[src/hdl/eihp_pkg.sv]
// Shared types and constants for the Ethernet/IPv4/L4 header parser.
`timescale 1ns / 1ps

package eihp_pkg;

    // Parser phase, one-hot.
    typedef enum logic [5:0] {
        PH_ETH  = 6'b000001,
        PH_VLAN = 6'b000010,
        PH_IP   = 6'b000100,
        PH_TCP  = 6'b001000,
        PH_UDP  = 6'b010000,
        PH_PAY  = 6'b100000
    } t_phase;

    // Result kinds.
    localparam logic [1:0] KIND_HDR = 2'd0;
    localparam logic [1:0] KIND_PAY = 2'd1;
    localparam logic [1:0] KIND_ERR = 2'd2;

    // Error codes.
    localparam logic [1:0] ERR_ETYPE = 2'd0;
    localparam logic [1:0] ERR_PROTO = 2'd1;
    localparam logic [1:0] ERR_TRUNC = 2'd2;

    localparam logic [15:0] ETYPE_IPV4 = 16'h0800;
    localparam logic [15:0] ETYPE_VLAN = 16'h8100;
    localparam logic [7:0]  PROTO_TCP  = 8'd6;
    localparam logic [7:0]  PROTO_UDP  = 8'd17;

    localparam logic [3:0] LEN_MASK     = 4'h0f;
    localparam logic [5:0] MAC_LEN      = 6'd6;
    localparam logic [5:0] ETYPE_OFF    = 6'd12;
    localparam logic [5:0] VLAN_LAST    = 6'd3;   // last byte of the 4-byte tag
    localparam logic [5:0] IP_PROTO_OFF = 6'd9;
    localparam logic [5:0] IP_SRC_OFF   = 6'd12;
    localparam logic [5:0] IP_DST_OFF   = 6'd16;
    localparam logic [5:0] IP_DST_END   = 6'd20;
    localparam logic [5:0] PORT_SRC_END = 6'd2;
    localparam logic [5:0] PORT_DST_END = 6'd4;
    localparam logic [5:0] TCP_DOFF_OFF = 6'd12;
    localparam logic [5:0] TCP_FLAG_OFF = 6'd13;
    localparam logic [6:0] MIN_HDR_LEN  = 7'd20;
    localparam logic [6:0] UDP_HDR_LEN  = 7'd8;

    typedef struct packed {
        logic [1:0]  kind;
        logic [47:0] dst_mac;
        logic [47:0] src_mac;
        logic [31:0] src_ip;
        logic [31:0] dst_ip;
        logic        is_udp;
        logic [15:0] src_port;
        logic [15:0] dst_port;
        logic [7:0]  tcp_flags;
        logic [1:0]  error_code;
        logic [7:0]  payload_byte;
        logic        frame_end;
    } t_result;

endpackage

[src/hdl/eihp_core.sv]
// Header parse state and per-byte next-state and result logic.
`timescale 1ns / 1ps

module eihp_core
    import eihp_pkg::*;
(
    input  logic       i_clk,
    input  logic       i_rst_n,
    input  logic       i_step,
    input  logic [7:0] i_data,
    input  logic       i_last,
    output logic       o_res_valid,
    output t_result    o_res
);

    t_phase      r_phase, n_phase;
    logic [5:0]  r_off, n_off;
    logic [5:0]  r_ihl, n_ihl;
    logic [5:0]  r_tcp_len, n_tcp_len;
    logic [47:0] r_mac0, n_mac0;
    logic [47:0] r_mac1, n_mac1;
    logic [15:0] r_etype, n_etype;
    logic [31:0] r_ip0, n_ip0;
    logic [31:0] r_ip1, n_ip1;
    logic        r_udp, n_udp;
    logic [15:0] r_port0, n_port0;
    logic [15:0] r_port1, n_port1;
    logic [7:0]  r_flags, n_flags;
    logic        r_drop, n_drop;

    always_comb begin
        logic       do_err;
        logic       do_hdr;
        logic       do_pay;
        logic [1:0] code;
        logic [6:0] off_inc;
        logic [6:0] hdr_end;
        logic [15:0] et;

        do_err  = 1'b0;
        do_hdr  = 1'b0;
        do_pay  = 1'b0;
        code    = ERR_ETYPE;
        off_inc = {1'b0, r_off} + 7'd1;
        hdr_end = MIN_HDR_LEN;
        et      = {r_etype[15:8], i_data};

        n_phase   = r_phase;
        n_off     = r_off;
        n_ihl     = r_ihl;
        n_tcp_len = r_tcp_len;
        n_mac0    = r_mac0;
        n_mac1    = r_mac1;
        n_etype   = r_etype;
        n_ip0     = r_ip0;
        n_ip1     = r_ip1;
        n_udp     = r_udp;
        n_port0   = r_port0;
        n_port1   = r_port1;
        n_flags   = r_flags;
        n_drop    = r_drop;
        o_res_valid = 1'b0;
        o_res       = '0;

        if (i_step) begin
            if (r_drop) begin
                if (i_last) begin
                    n_phase = PH_ETH;
                    n_off   = '0;
                    n_drop  = 1'b0;
                end
            end else begin
                n_off = off_inc[5:0];
                case (r_phase)
                    PH_ETH: begin
                        if (r_off < MAC_LEN) begin
                            n_mac0 = {r_mac0[39:0], i_data};
                        end else if (r_off < ETYPE_OFF) begin
                            n_mac1 = {r_mac1[39:0], i_data};
                        end else if (r_off == ETYPE_OFF) begin
                            n_etype = {i_data, 8'h00};
                        end else begin
                            n_etype = et;
                            if (et == ETYPE_IPV4) begin
                                n_phase = PH_IP;
                                n_off   = '0;
                            end else if (et == ETYPE_VLAN) begin
                                n_phase = PH_VLAN;
                                n_off   = '0;
                            end else begin
                                do_err = 1'b1;
                                code   = ERR_ETYPE;
                            end
                        end
                    end
                    PH_VLAN: begin
                        if (r_off >= VLAN_LAST) begin
                            n_phase = PH_IP;
                            n_off   = '0;
                        end
                    end
                    PH_IP: begin
                        if (r_off == '0) begin
                            n_ihl = {i_data[3:0] & LEN_MASK, 2'b00};
                        end else if (r_off == IP_PROTO_OFF) begin
                            if (i_data == PROTO_TCP) begin
                                n_udp = 1'b0;
                            end else if (i_data == PROTO_UDP) begin
                                n_udp = 1'b1;
                            end else begin
                                do_err = 1'b1;
                                code   = ERR_PROTO;
                            end
                        end else if (r_off >= IP_SRC_OFF && r_off < IP_DST_OFF) begin
                            n_ip0 = {r_ip0[23:0], i_data};
                        end else if (r_off >= IP_DST_OFF && r_off < IP_DST_END) begin
                            n_ip1 = {r_ip1[23:0], i_data};
                        end
                        if ({1'b0, n_ihl} > MIN_HDR_LEN) begin
                            hdr_end = {1'b0, n_ihl};
                        end
                        if (!do_err && off_inc >= hdr_end) begin
                            n_phase   = n_udp ? PH_UDP : PH_TCP;
                            n_off     = '0;
                            n_tcp_len = '0;
                            n_flags   = '0;
                        end
                    end
                    PH_TCP: begin
                        if (r_off < PORT_SRC_END) begin
                            n_port0 = {r_port0[7:0], i_data};
                        end else if (r_off < PORT_DST_END) begin
                            n_port1 = {r_port1[7:0], i_data};
                        end else if (r_off == TCP_DOFF_OFF) begin
                            n_tcp_len = {i_data[7:4] & LEN_MASK, 2'b00};
                        end else if (r_off == TCP_FLAG_OFF) begin
                            n_flags = i_data;
                        end
                        if ({1'b0, n_tcp_len} > MIN_HDR_LEN) begin
                            hdr_end = {1'b0, n_tcp_len};
                        end
                        do_hdr = (off_inc >= hdr_end);
                    end
                    PH_UDP: begin
                        if (r_off < PORT_SRC_END) begin
                            n_port0 = {r_port0[7:0], i_data};
                        end else if (r_off < PORT_DST_END) begin
                            n_port1 = {r_port1[7:0], i_data};
                        end
                        do_hdr = (off_inc >= UDP_HDR_LEN);
                    end
                    PH_PAY: begin
                        do_pay = 1'b1;
                    end
                    default: begin
                        n_phase = PH_ETH;
                        n_off   = '0;
                    end
                endcase

                // A frame that ends with the headers still open is truncated.
                if (!do_err && !do_hdr && !do_pay && i_last) begin
                    do_err = 1'b1;
                    code   = ERR_TRUNC;
                end

                o_res.frame_end = i_last;
                if (do_err) begin
                    o_res_valid      = 1'b1;
                    o_res.kind       = KIND_ERR;
                    o_res.error_code = code;
                    if (!i_last) begin
                        n_drop = 1'b1;
                    end
                end else if (do_hdr) begin
                    o_res_valid     = 1'b1;
                    o_res.kind      = KIND_HDR;
                    o_res.dst_mac   = n_mac0;
                    o_res.src_mac   = n_mac1;
                    o_res.src_ip    = n_ip0;
                    o_res.dst_ip    = n_ip1;
                    o_res.is_udp    = n_udp;
                    o_res.src_port  = n_port0;
                    o_res.dst_port  = n_port1;
                    o_res.tcp_flags = n_flags;
                    n_phase = PH_PAY;
                    n_off   = '0;
                end else if (do_pay) begin
                    o_res_valid        = 1'b1;
                    o_res.kind         = KIND_PAY;
                    o_res.payload_byte = i_data;
                    n_off = '0;
                end
                if (o_res_valid && i_last) begin
                    n_phase = PH_ETH;
                    n_off   = '0;
                    n_drop  = 1'b0;
                end
            end
        end
    end

    always_ff @(posedge i_clk) begin
        if (!i_rst_n) begin
            r_phase   <= PH_ETH;
            r_off     <= '0;
            r_ihl     <= '0;
            r_tcp_len <= '0;
            r_mac0    <= '0;
            r_mac1    <= '0;
            r_etype   <= '0;
            r_ip0     <= '0;
            r_ip1     <= '0;
            r_udp     <= 1'b0;
            r_port0   <= '0;
            r_port1   <= '0;
            r_flags   <= '0;
            r_drop    <= 1'b0;
        end else begin
            r_phase   <= n_phase;
            r_off     <= n_off;
            r_ihl     <= n_ihl;
            r_tcp_len <= n_tcp_len;
            r_mac0    <= n_mac0;
            r_mac1    <= n_mac1;
            r_etype   <= n_etype;
            r_ip0     <= n_ip0;
            r_ip1     <= n_ip1;
            r_udp     <= n_udp;
            r_port0   <= n_port0;
            r_port1   <= n_port1;
            r_flags   <= n_flags;
            r_drop    <= n_drop;
        end
    end

endmodule

[src/hdl/eth_ipv4_l4_header_parser_unit.sv]
// Top level of the Ethernet/IPv4/TCP-UDP header parser with its stream registers.
`timescale 1ns / 1ps
//
// Usage:
//   The slave stream carries one frame byte per item in tdata, with tlast on the
//   final byte of each frame. The master stream carries at most one result per
//   input byte: tuser holds the kind (header record, payload byte or error),
//   tdata the packed result fields, tlast marks the result caused by the frame's
//   last byte. Bytes that produce no result (header bytes, dropped bytes after
//   an error) are absorbed silently.
// Pipeline and throughput:
//   One item per cycle sustained while no result waits downstream. An item
//   sits in the input register while the parser logic computes its result;
//   the output register takes it when the parser steps. The rate is set by
//   the combinational parser update between the two registers.
// Reset:
//   Synchronous, active low. Both registers empty, parser waits for the start
//   of a frame.
// Stall:
//   While a result waits, one more input item is still taken into the input
//   register; after that o_s_axis_tready stays low until the result is taken.

module eth_ipv4_l4_header_parser_unit
    import eihp_pkg::*;
(
    input  logic         i_clk,
    input  logic         i_rst_n,
    input  logic         i_s_axis_tvalid,
    output logic         o_s_axis_tready,
    input  logic [7:0]   i_s_axis_tdata,   // data_byte[7:0]
    input  logic         i_s_axis_tlast,
    output logic         o_m_axis_tvalid,
    input  logic         i_m_axis_tready,
    // dst_mac[47:0], src_mac[95:48], src_ip[127:96], dst_ip[159:128], is_udp[160],
    // src_port[176:161], dst_port[192:177], tcp_flags[200:193],
    // error_code[202:201], payload_byte[210:203], zero fill[215:211]
    output logic [215:0] o_m_axis_tdata,
    output logic [1:0]   o_m_axis_tuser,   // kind[1:0]
    output logic         o_m_axis_tlast
);

    logic       r_in_valid;
    logic [7:0] r_in_data;
    logic       r_in_last;
    logic       r_out_valid;
    t_result    r_out;
    logic       w_step;
    logic       w_res_valid;
    t_result    w_res;

    assign w_step          = r_in_valid && (!r_out_valid || i_m_axis_tready);
    assign o_s_axis_tready = !r_in_valid || w_step;

    always_ff @(posedge i_clk) begin
        if (!i_rst_n) begin
            r_in_valid <= 1'b0;
        end else if (o_s_axis_tready) begin
            r_in_valid <= i_s_axis_tvalid;
        end
    end

    always_ff @(posedge i_clk) begin
        if (o_s_axis_tready && i_s_axis_tvalid) begin
            r_in_data <= i_s_axis_tdata;
            r_in_last <= i_s_axis_tlast;
        end
    end

    eihp_core u_core (
        .i_clk       (i_clk),
        .i_rst_n     (i_rst_n),
        .i_step      (w_step),
        .i_data      (r_in_data),
        .i_last      (r_in_last),
        .o_res_valid (w_res_valid),
        .o_res       (w_res)
    );

    always_ff @(posedge i_clk) begin
        if (!i_rst_n) begin
            r_out_valid <= 1'b0;
        end else if (w_step && w_res_valid) begin
            r_out_valid <= 1'b1;
        end else if (i_m_axis_tready) begin
            r_out_valid <= 1'b0;
        end
    end

    always_ff @(posedge i_clk) begin
        if (w_step && w_res_valid) begin
            r_out <= w_res;
        end
    end

    assign o_m_axis_tvalid = r_out_valid;
    assign o_m_axis_tuser  = r_out.kind;
    assign o_m_axis_tlast  = r_out.frame_end;
    assign o_m_axis_tdata  = {5'b00000, r_out.payload_byte, r_out.error_code,
                              r_out.tcp_flags, r_out.dst_port, r_out.src_port,
                              r_out.is_udp, r_out.dst_ip, r_out.src_ip,
                              r_out.src_mac, r_out.dst_mac};

`ifndef ASSERT_OFF
    // The input side only stalls while a result is blocked downstream.
    a_stall_cause: assert property (@(posedge i_clk) disable iff (!i_rst_n)
        (r_in_valid && !o_s_axis_tready) |-> (o_m_axis_tvalid && !i_m_axis_tready))
        else $error("input stalled without a blocked result");

    // A result produced by the parser is presented on the next cycle.
    a_result_shown: assert property (@(posedge i_clk) disable iff (!i_rst_n)
        (w_step && w_res_valid) |=> o_m_axis_tvalid)
        else $error("parser result not presented");

    // Kind is never the unused code.
    a_kind_legal: assert property (@(posedge i_clk) disable iff (!i_rst_n)
        o_m_axis_tvalid |-> (o_m_axis_tuser != 2'd3))
        else $error("illegal result kind");
`endif

endmodule

[config.mk]
export PLATFORM = sky130hd
export DESIGN_NAME = eth_ipv4_l4_header_parser_unit
export DESIGN_NICKNAME = d
export VERILOG_FILES = /design/src/hdl/eihp_pkg.sv /design/src/hdl/eihp_core.sv /design/src/hdl/eth_ipv4_l4_header_parser_unit.sv
export SDC_FILE = /design/constraint.sdc
export NUM_CORES = 1
export LEC_CHECK = 0
export BUFFER_PORTS_ARGS = -buffer_cell sky130_fd_sc_hd__buf_2
export CAP_MARGIN = 0
export CORE_MARGIN = 1
export CORE_UTILIZATION = 45
export CTS_CLUSTER_SIZE = 12
export DETAILED_ROUTE_END_ITERATION = 10
export PLACE_DENSITY_LB_ADDON = 0.2
export SLEW_MARGIN = 20
export SYNTH_ARGS = -nofsm -noshare
export SYNTH_HDL_FRONTEND = slang
export SYNTH_HIERARCHICAL = 1
export SYNTH_SLANG_ARGS = --single-unit
[constraint.sdc]
create_clock -name i_clk -period 34.1 [get_ports i_clk]
set_input_delay 3.41 -clock i_clk [delete_from_list [all_inputs] [get_ports i_clk]]
set_output_delay 3.41 -clock i_clk [all_outputs]
set_load 0.02 [all_outputs]
==> key figures, run 1 <==
Synthesis
  • Yosys cell types: 71
  • Yosys top cell by area: edfxtp_1
  • Sequential share of the synthesized area: 58.1%
  • Syn Area/Cell: 9.34 sq um
  • Top-count cell post-synth: nand2_1
  • Share of the synthesized area in the top cell type: 34.0%
  • Syn Std Cell Area: 19700 sq um
  • Synth area leaders: edfxtp_1 (34%), dfxtp_1 (24%), nand2_1 (15%)
  • Async set-reset flop share out of synthesis: 0%
  • Mapped Cells: 2106
  • Synth warn: 6
  • Primary FF master, synth: dfxtp_1
  • #FFs+latches synth: 459
  • Top cells by count, synth: nand2_1 (811), dfxtp_1 (236), edfxtp_1 (223)
  • EDFF count, synth: 223

Critical path
  • Largest stage delay, worst path: 0.16 ns
  • Crit Path Class: in -> out
  • Family with the most delay on the worst path: buffers and inverters
  • Top cell by count, worst path: buf_2
  • Crit path arrival time: 3.90 ns
  • Cell depth of the worst setup path: 4
  • Worst reg2reg path depth: 18
  • Cells along the critical path: buf_2 -> nor2b_4 -> nand2_1 -> buf_2
  • Worst Path Required: 30.69 ns
  • Critical Path Source Type: input port
  • Type of destination of the critical path: output port
  • CP Buf/Inv Count: 2
  • Crit Path Max Fanout: 3
  • Slowest cell on crit path: buf_2

Die
  • Initial Utilization: 45.7%
  • Core area: 43100 sq um
  • # IOs: 234
  • DIE WIDTH: 211 microns
  • Rows: 76
  • Die area: 44500 sq um
  • Die Ht: 211 microns

STA
  • Period utilization: 21.4%
  • Least-Margin Pin Slew: 1.00 ns
  • Clock period minus worst slack: 7.31 ns
  • Final max-slew violation count: 0
  • Fin Setup TNS: 0 ns
  • Rel. slew slack: 33.0%
  • RSZ-0062 raised after global routing: no
  • FMAX: 137 MHz
  • Setup slack after layout: 26.79 ns
  • Fin. Hold Viols: 0
  • Clock skew: 0.0212 ns
  • Final setup fails: 0

Route
  • DR iter-0 viols: 1196
  • Wire per inst: 17.5 microns
  • DRT antenna net count: 0
  • DRC: 0
  • Routed vias/inst: 5.31
  • Via count: 15300
  • First-pass iteration count of the detailed router: 5
  • Post-Route WL: 50600 microns

Pwr
  • Leak pwr: 6.48 nW
  • Power density over cell area: 49.9 nW/um^2
  • Power, Total: 1.13 mW
  • Maximum vdd drop: 0.0349 mV

Clock tree
  • TritonCTS clock tree: yes
  • Post-CTS sizing: 0
  • Hold buffer count at cts: 0
  • Root buf cell: clkbuf_16
  • Clock Pin Slew Worst Setup and Hold Paths: 0.06 ns
  • Clk Latency, worst-skew pair: 0.58 ns
  • Inserted Clock Buffers: 48
  • Post-CTS Setup Repair Bufs: 0
  • Clock Path Buffers: 3
  • H-tree Lvls: 2
  • Clock sink count: 459

Flow run
  • # Max-Cap Violations: 0

Min path
  • Worst hold path class: reg -> reg
  • Hold path depth: 2

Cells and area
  • Cell area after layout: 22700 sq um
  • Final Net Count: 2288
  • Fraction of layout cells with a size suffix above 1: 15.7%
  • Area grow syn2layout: 15.4%

Placed design
  • Dpl ws: 26.78 ns
  • Hpwl dp: 30000 microns
  • GP Congestion: 0.871
  • Post-DP Area: 21100 sq um
  • Buffers on Ports: 228

GRT
  • Largest net degree at the start of global routing: 106
  • Initial antenna violation count: 0
  • Grt ovf: 0
  • Number of global-route vias before repair: 14100
  • Gr usage total: 22.3%
  • First-pass GRT wire length: 78600 microns

Status
  • Run status: finished, final reports clean
[logic make-up after synthesis]
group	share of synthesized area, %
fa+ha+maj	0.954
compound gates	15.8
xor+xnor	0.223
mux	0.782
buf+inv	3.75
simple gates	20.4
flops	58.1
other cells	0.0191
[stage by stage]
| step | hold slack [ns] | cells | utilization [%] |
|---|---|---|---|
| global placement | 0.438 | 2792 | 49.0 |
| detailed placement | 0.447 | 2792 | 49.0 |
| finish | 0.453 | 2885 | 52.7 |
| floorplan | 0.431 | 2110 | - |
| CTS | 0.455 | 2881 | 52.6 |
| global route | 0.483 | 2884 | 52.7 |
[registers in the layout, indices dropped and copies added, names as in the netlist, 16 cells and up]
signal          count
u_core/r_mac1      48
u_core/r_ip1       32
o_m_axis_tdata    211
u_core/r_ip0       32
u_core/r_port1     16
u_core/r_port0     16
u_core/r_mac0      48
[path summary, 6_finish.rpt]
check                                               startpoint                        endpoint  slack [ns]
worst max-delay path                           i_m_axis_tready                 o_s_axis_tready       26.79
worst min-delay path            u_core/r_mac0[47]$_SDFFE_PN0P_  u_core/r_mac0[47]$_SDFFE_PN0P_        0.45
worst max register to register    u_core/r_off[3]$_SDFFE_PN0P_   o_m_axis_tdata[133]$_DFFE_PP_       27.97
worst min register to register  u_core/r_mac0[47]$_SDFFE_PN0P_  u_core/r_mac0[47]$_SDFFE_PN0P_        0.45
[power breakdown]
part | leakage (nW) | switching (mW) | internal, mW
logic | 2.24 | 0.0276 | 0.0110
clock network | 0.740 | 0.212 | 0.298
registers | 3.50 | 0.00383 | 0.580
[metal layers]
layer	vias to the layer above	global-route usage, %	wire length [microns]
met2	425	34.4	23500
met5	-	0	0
met1	7397	31.9	23400
li1	7432	-	-
met4	0	6.67	1020
met3	69	4.04	2760
[worst register-to-register path: cells and delay by family, from the launching register on]
kind | cells | cell delay (ns)
buffers and inverters | 3 | 1.85
and+or+nand+nor | 9 | 1.58
AOI/OAI and AO/OA | 5 | 1.34
DFF | 1 | 0.61
adders and majority gates | 1 | 0.29
[layout make-up]
class	count	area [sq um]
clock buffer	86	1510
sequential	459	11400
inverter	6	22.5
fill	3908	20400
multi-input combinational	1485	7570
tap	585	732
timing repair buffer	260	1420
antenna	1	2.50
clock inverter	3	28.8
[cell usage in the layout, fill, tap and decap left out, types with 15 or more instances in the layout]
cell type,count
a21boi_0,174
a21boi_1,25
a21oi_1,208
buf_2,227
buf_4,30
clkbuf_1,26
clkbuf_16,52
dfxtp_1,236
edfxtp_1,223
ha_1,15
nand2_1,809
nor2_1,34
nor2b_1,17
Note: power is estimated with default switching activity, not from simulation.
==> run 2: changes to the inputs <==
==> constraint.sdc (replaced) <==
create_clock -name i_clk -period 6.7 [get_ports i_clk]
set_input_delay 0.67 -clock i_clk [delete_from_list [all_inputs] [get_ports i_clk]]
set_output_delay 0.67 -clock i_clk [all_outputs]
set_load 0.02 [all_outputs]
==> key figures, run 2 (same netlist as run 1, synthesis figures left out) <==
Status
  • Run status: finished, final reports clean

Route
  • Wire per inst: 17.8 microns
  • DRC: 0
  • Post-Route WL: 51500 microns
  • Met2 wire length: 24000 microns
  • Met3 WL: 3230 microns
  • DR iter-0 viols: 1328
  • Routed vias/inst: 5.30
  • Met1 wire length: 23500 microns
  • First-pass iteration count of the detailed router: 5
  • Via count: 15300
  • DRT antenna net count: 0
  • Top sig layer: met5

STA
  • Fin Setup TNS: 0 ns
  • Fin. Hold Viols: 0
  • Least-Margin Pin Slew: 1.03 ns
  • Worst hold margin: 0.253 ns
  • RSZ-0062 raised after global routing: no
  • Final max-slew violation count: 0
  • Rel. slew slack: 31.3%
  • Clock skew: 0.0244 ns
  • Period utilization: 74.2%
  • FMAX: 201 MHz
  • Final setup fails: 0
  • Clock period minus worst slack: 4.97 ns

Critical path
  • FF-to-FF Start: u_core/r_off[3]$_SDFFE_PN0P_
  • Cells along the critical path: nor4bb_2 -> nand2_4 -> a211oi_1 -> a21oi_1 -> and3_1 -> ha_1 -> nor2b_1 -> o21ai_0 -> a311oi_1 -> o22ai_1 -> nand2b_2 -> nor3_1 -> nor2_1 -> nand2_1 -> nor2_4 -> buf_12
  • Largest stage delay, worst path: 0.79 ns
  • Critical Path End: o_m_axis_tdata[98]$_DFFE_PP_
  • Crit Path Max Fanout: 130
  • Critical Path Source Type: flop
  • Setup slack, reg-to-reg: 1.73 ns
  • Worst Path Required: 6.91 ns
  • Worst reg2reg path depth: 16
  • Crit Path Class: reg -> reg
  • Type of destination of the critical path: flop
  • Slowest cell on crit path: nor4bb_2
  • CP startpoint: u_core/r_off[3]$_SDFFE_PN0P_
  • Crit path arrival time: 5.18 ns
  • R2R Path End: o_m_axis_tdata[98]$_DFFE_PP_

Cells and area
  • Final Net Count: 2289
  • Commonest non-fill, non-tap cell in the layout: nand2_1
  • Most frequent cells in the layout: nand2_1 (808), dfxtp_1 (236), buf_2 (227)
  • Fillers: 3911
  • Cell area after layout: 22900 sq um
  • Area of the multi-input gates: 7590 sq um
  • Register area: 11400 sq um
  • Fraction of layout cells with a size suffix above 1: 16.1%
  • Area grow syn2layout: 16.3%
  • Final Util: 53.1%
  • Max FFs per register: 211

GRT
  • Grt ovf: 0
  • Number of global-route vias before repair: 14400
  • Initial antenna violation count: 3
  • Largest net degree at the start of global routing: 131
  • First-pass GRT wire length: 80300 microns
  • Gr usage total: 22.8%

Die
  • Die area: 44500 sq um
  • Die Ht: 211 microns
  • DIE WIDTH: 211 microns
  • # IOs: 234
  • Core area: 43100 sq um
  • Rows: 76
  • Initial Utilization: 45.7%

Pwr
  • Clock power share: 46.6%
  • Power, Total: 5.94 mW
  • Net Switching: 1.27 mW
  • Sw frac: 21.4%
  • Power density over cell area: 259 nW/um^2
  • Logic pwr share: 3.3%
  • Leak pwr: 6.56 nW
  • Int Pwr: 4.67 mW
  • Part of the power in registers: 50.1%
  • Maximum vdd drop: 0.185 mV

Clock tree
  • Clk Latency, worst-skew pair: 0.59 ns
  • Clock sink count: 459
  • Clock Path Buffers: 3
  • Post-CTS Setup Repair Bufs: 0
  • Root buf cell: clkbuf_16
  • Post-CTS sizing: 0
  • Hold buffer count at cts: 0
  • H-tree Lvls: 2
  • Clock Pin Slew Worst Setup and Hold Paths: 0.06 ns
  • TritonCTS clock tree: yes
  • Inserted Clock Buffers: 50

Placed design
  • GP Congestion: 0.873
  • Post-DP Area: 21200 sq um
  • Hpwl dp: 31100 microns
  • Buffers on Ports: 228

Flow run
  • # Max-Cap Violations: 0

Min path
  • Min-delay src: i_s_axis_tdata[7]
  • Worst hold path class: in -> reg
run 2: per-layer routing:
| layer | track usage, % | vias up |
|---|---|---|
| met2 | 35.4 | 414 |
| met1 | 32.2 | 7408 |
| met3 | 5.13 | 65 |
| li1 | - | 7445 |
| met5 | 0 | - |
| met4 | 5.40 | 2 |
run 2: per-stage QoR:
step,setup WS (ns),std cells
finish,1.73,2891
global route,1.29,2888
CTS,1.43,2887
detailed placement,1.46,2793
global placement,1.63,2792
floorplan,0.395,2110
run 2: worst min path at each step:
stage                                            endpoint  slack (ns)  cells past startpoint
after floorplan           u_core/r_port1[15]$_SDFFE_PN0P_        0.43                      2
after global placement    u_core/r_port1[15]$_SDFFE_PN0P_        0.44                      2
after detailed placement    u_core/r_ip1[28]$_SDFFE_PN0P_        0.45                      2
after CTS                          r_in_data[7]$_DFFE_PP_        0.23                      1
after global routing               r_in_data[7]$_DFFE_PP_        0.23                      1
final                              r_in_data[7]$_DFFE_PP_        0.25                      1
run 2: cell type report:
cell class / count / share of cell area [%]
Multi-Input combinational cell: 1485 / 33.2
Tap cell: 585 / 3.20
Inverter: 6 / 0.0985
Sequential cell: 459 / 49.9
Clock buffer: 79 / 6.76
Clock inverter: 15 / 0.531
Timing Repair Buffer: 259 / 6.27
Antenna cell: 3 / 0.0328
run 2: power groups by stage:
stage                     Sequential, mW  Combinational [mW]  Clock [mW]
after CTS                           2.98               0.197        2.82
after global placement              3.04               0.194           0
final                               2.97               0.195        2.77
after detailed placement            3.03               0.197           0
after floorplan                     3.05              0.0995           0
after global routing                2.98               0.211        2.95
run 2: critical path, delay by kind of cell, from the launching register on:
kind	cells	cell delay, ns
AO/OA/AOI/OAI	5	1.02
flip-flops	1	0.60
adder cells (fa/ha/maj)	1	0.27
AND/OR/NAND/NOR	9	2.02
buffers and inverters	1	0.49
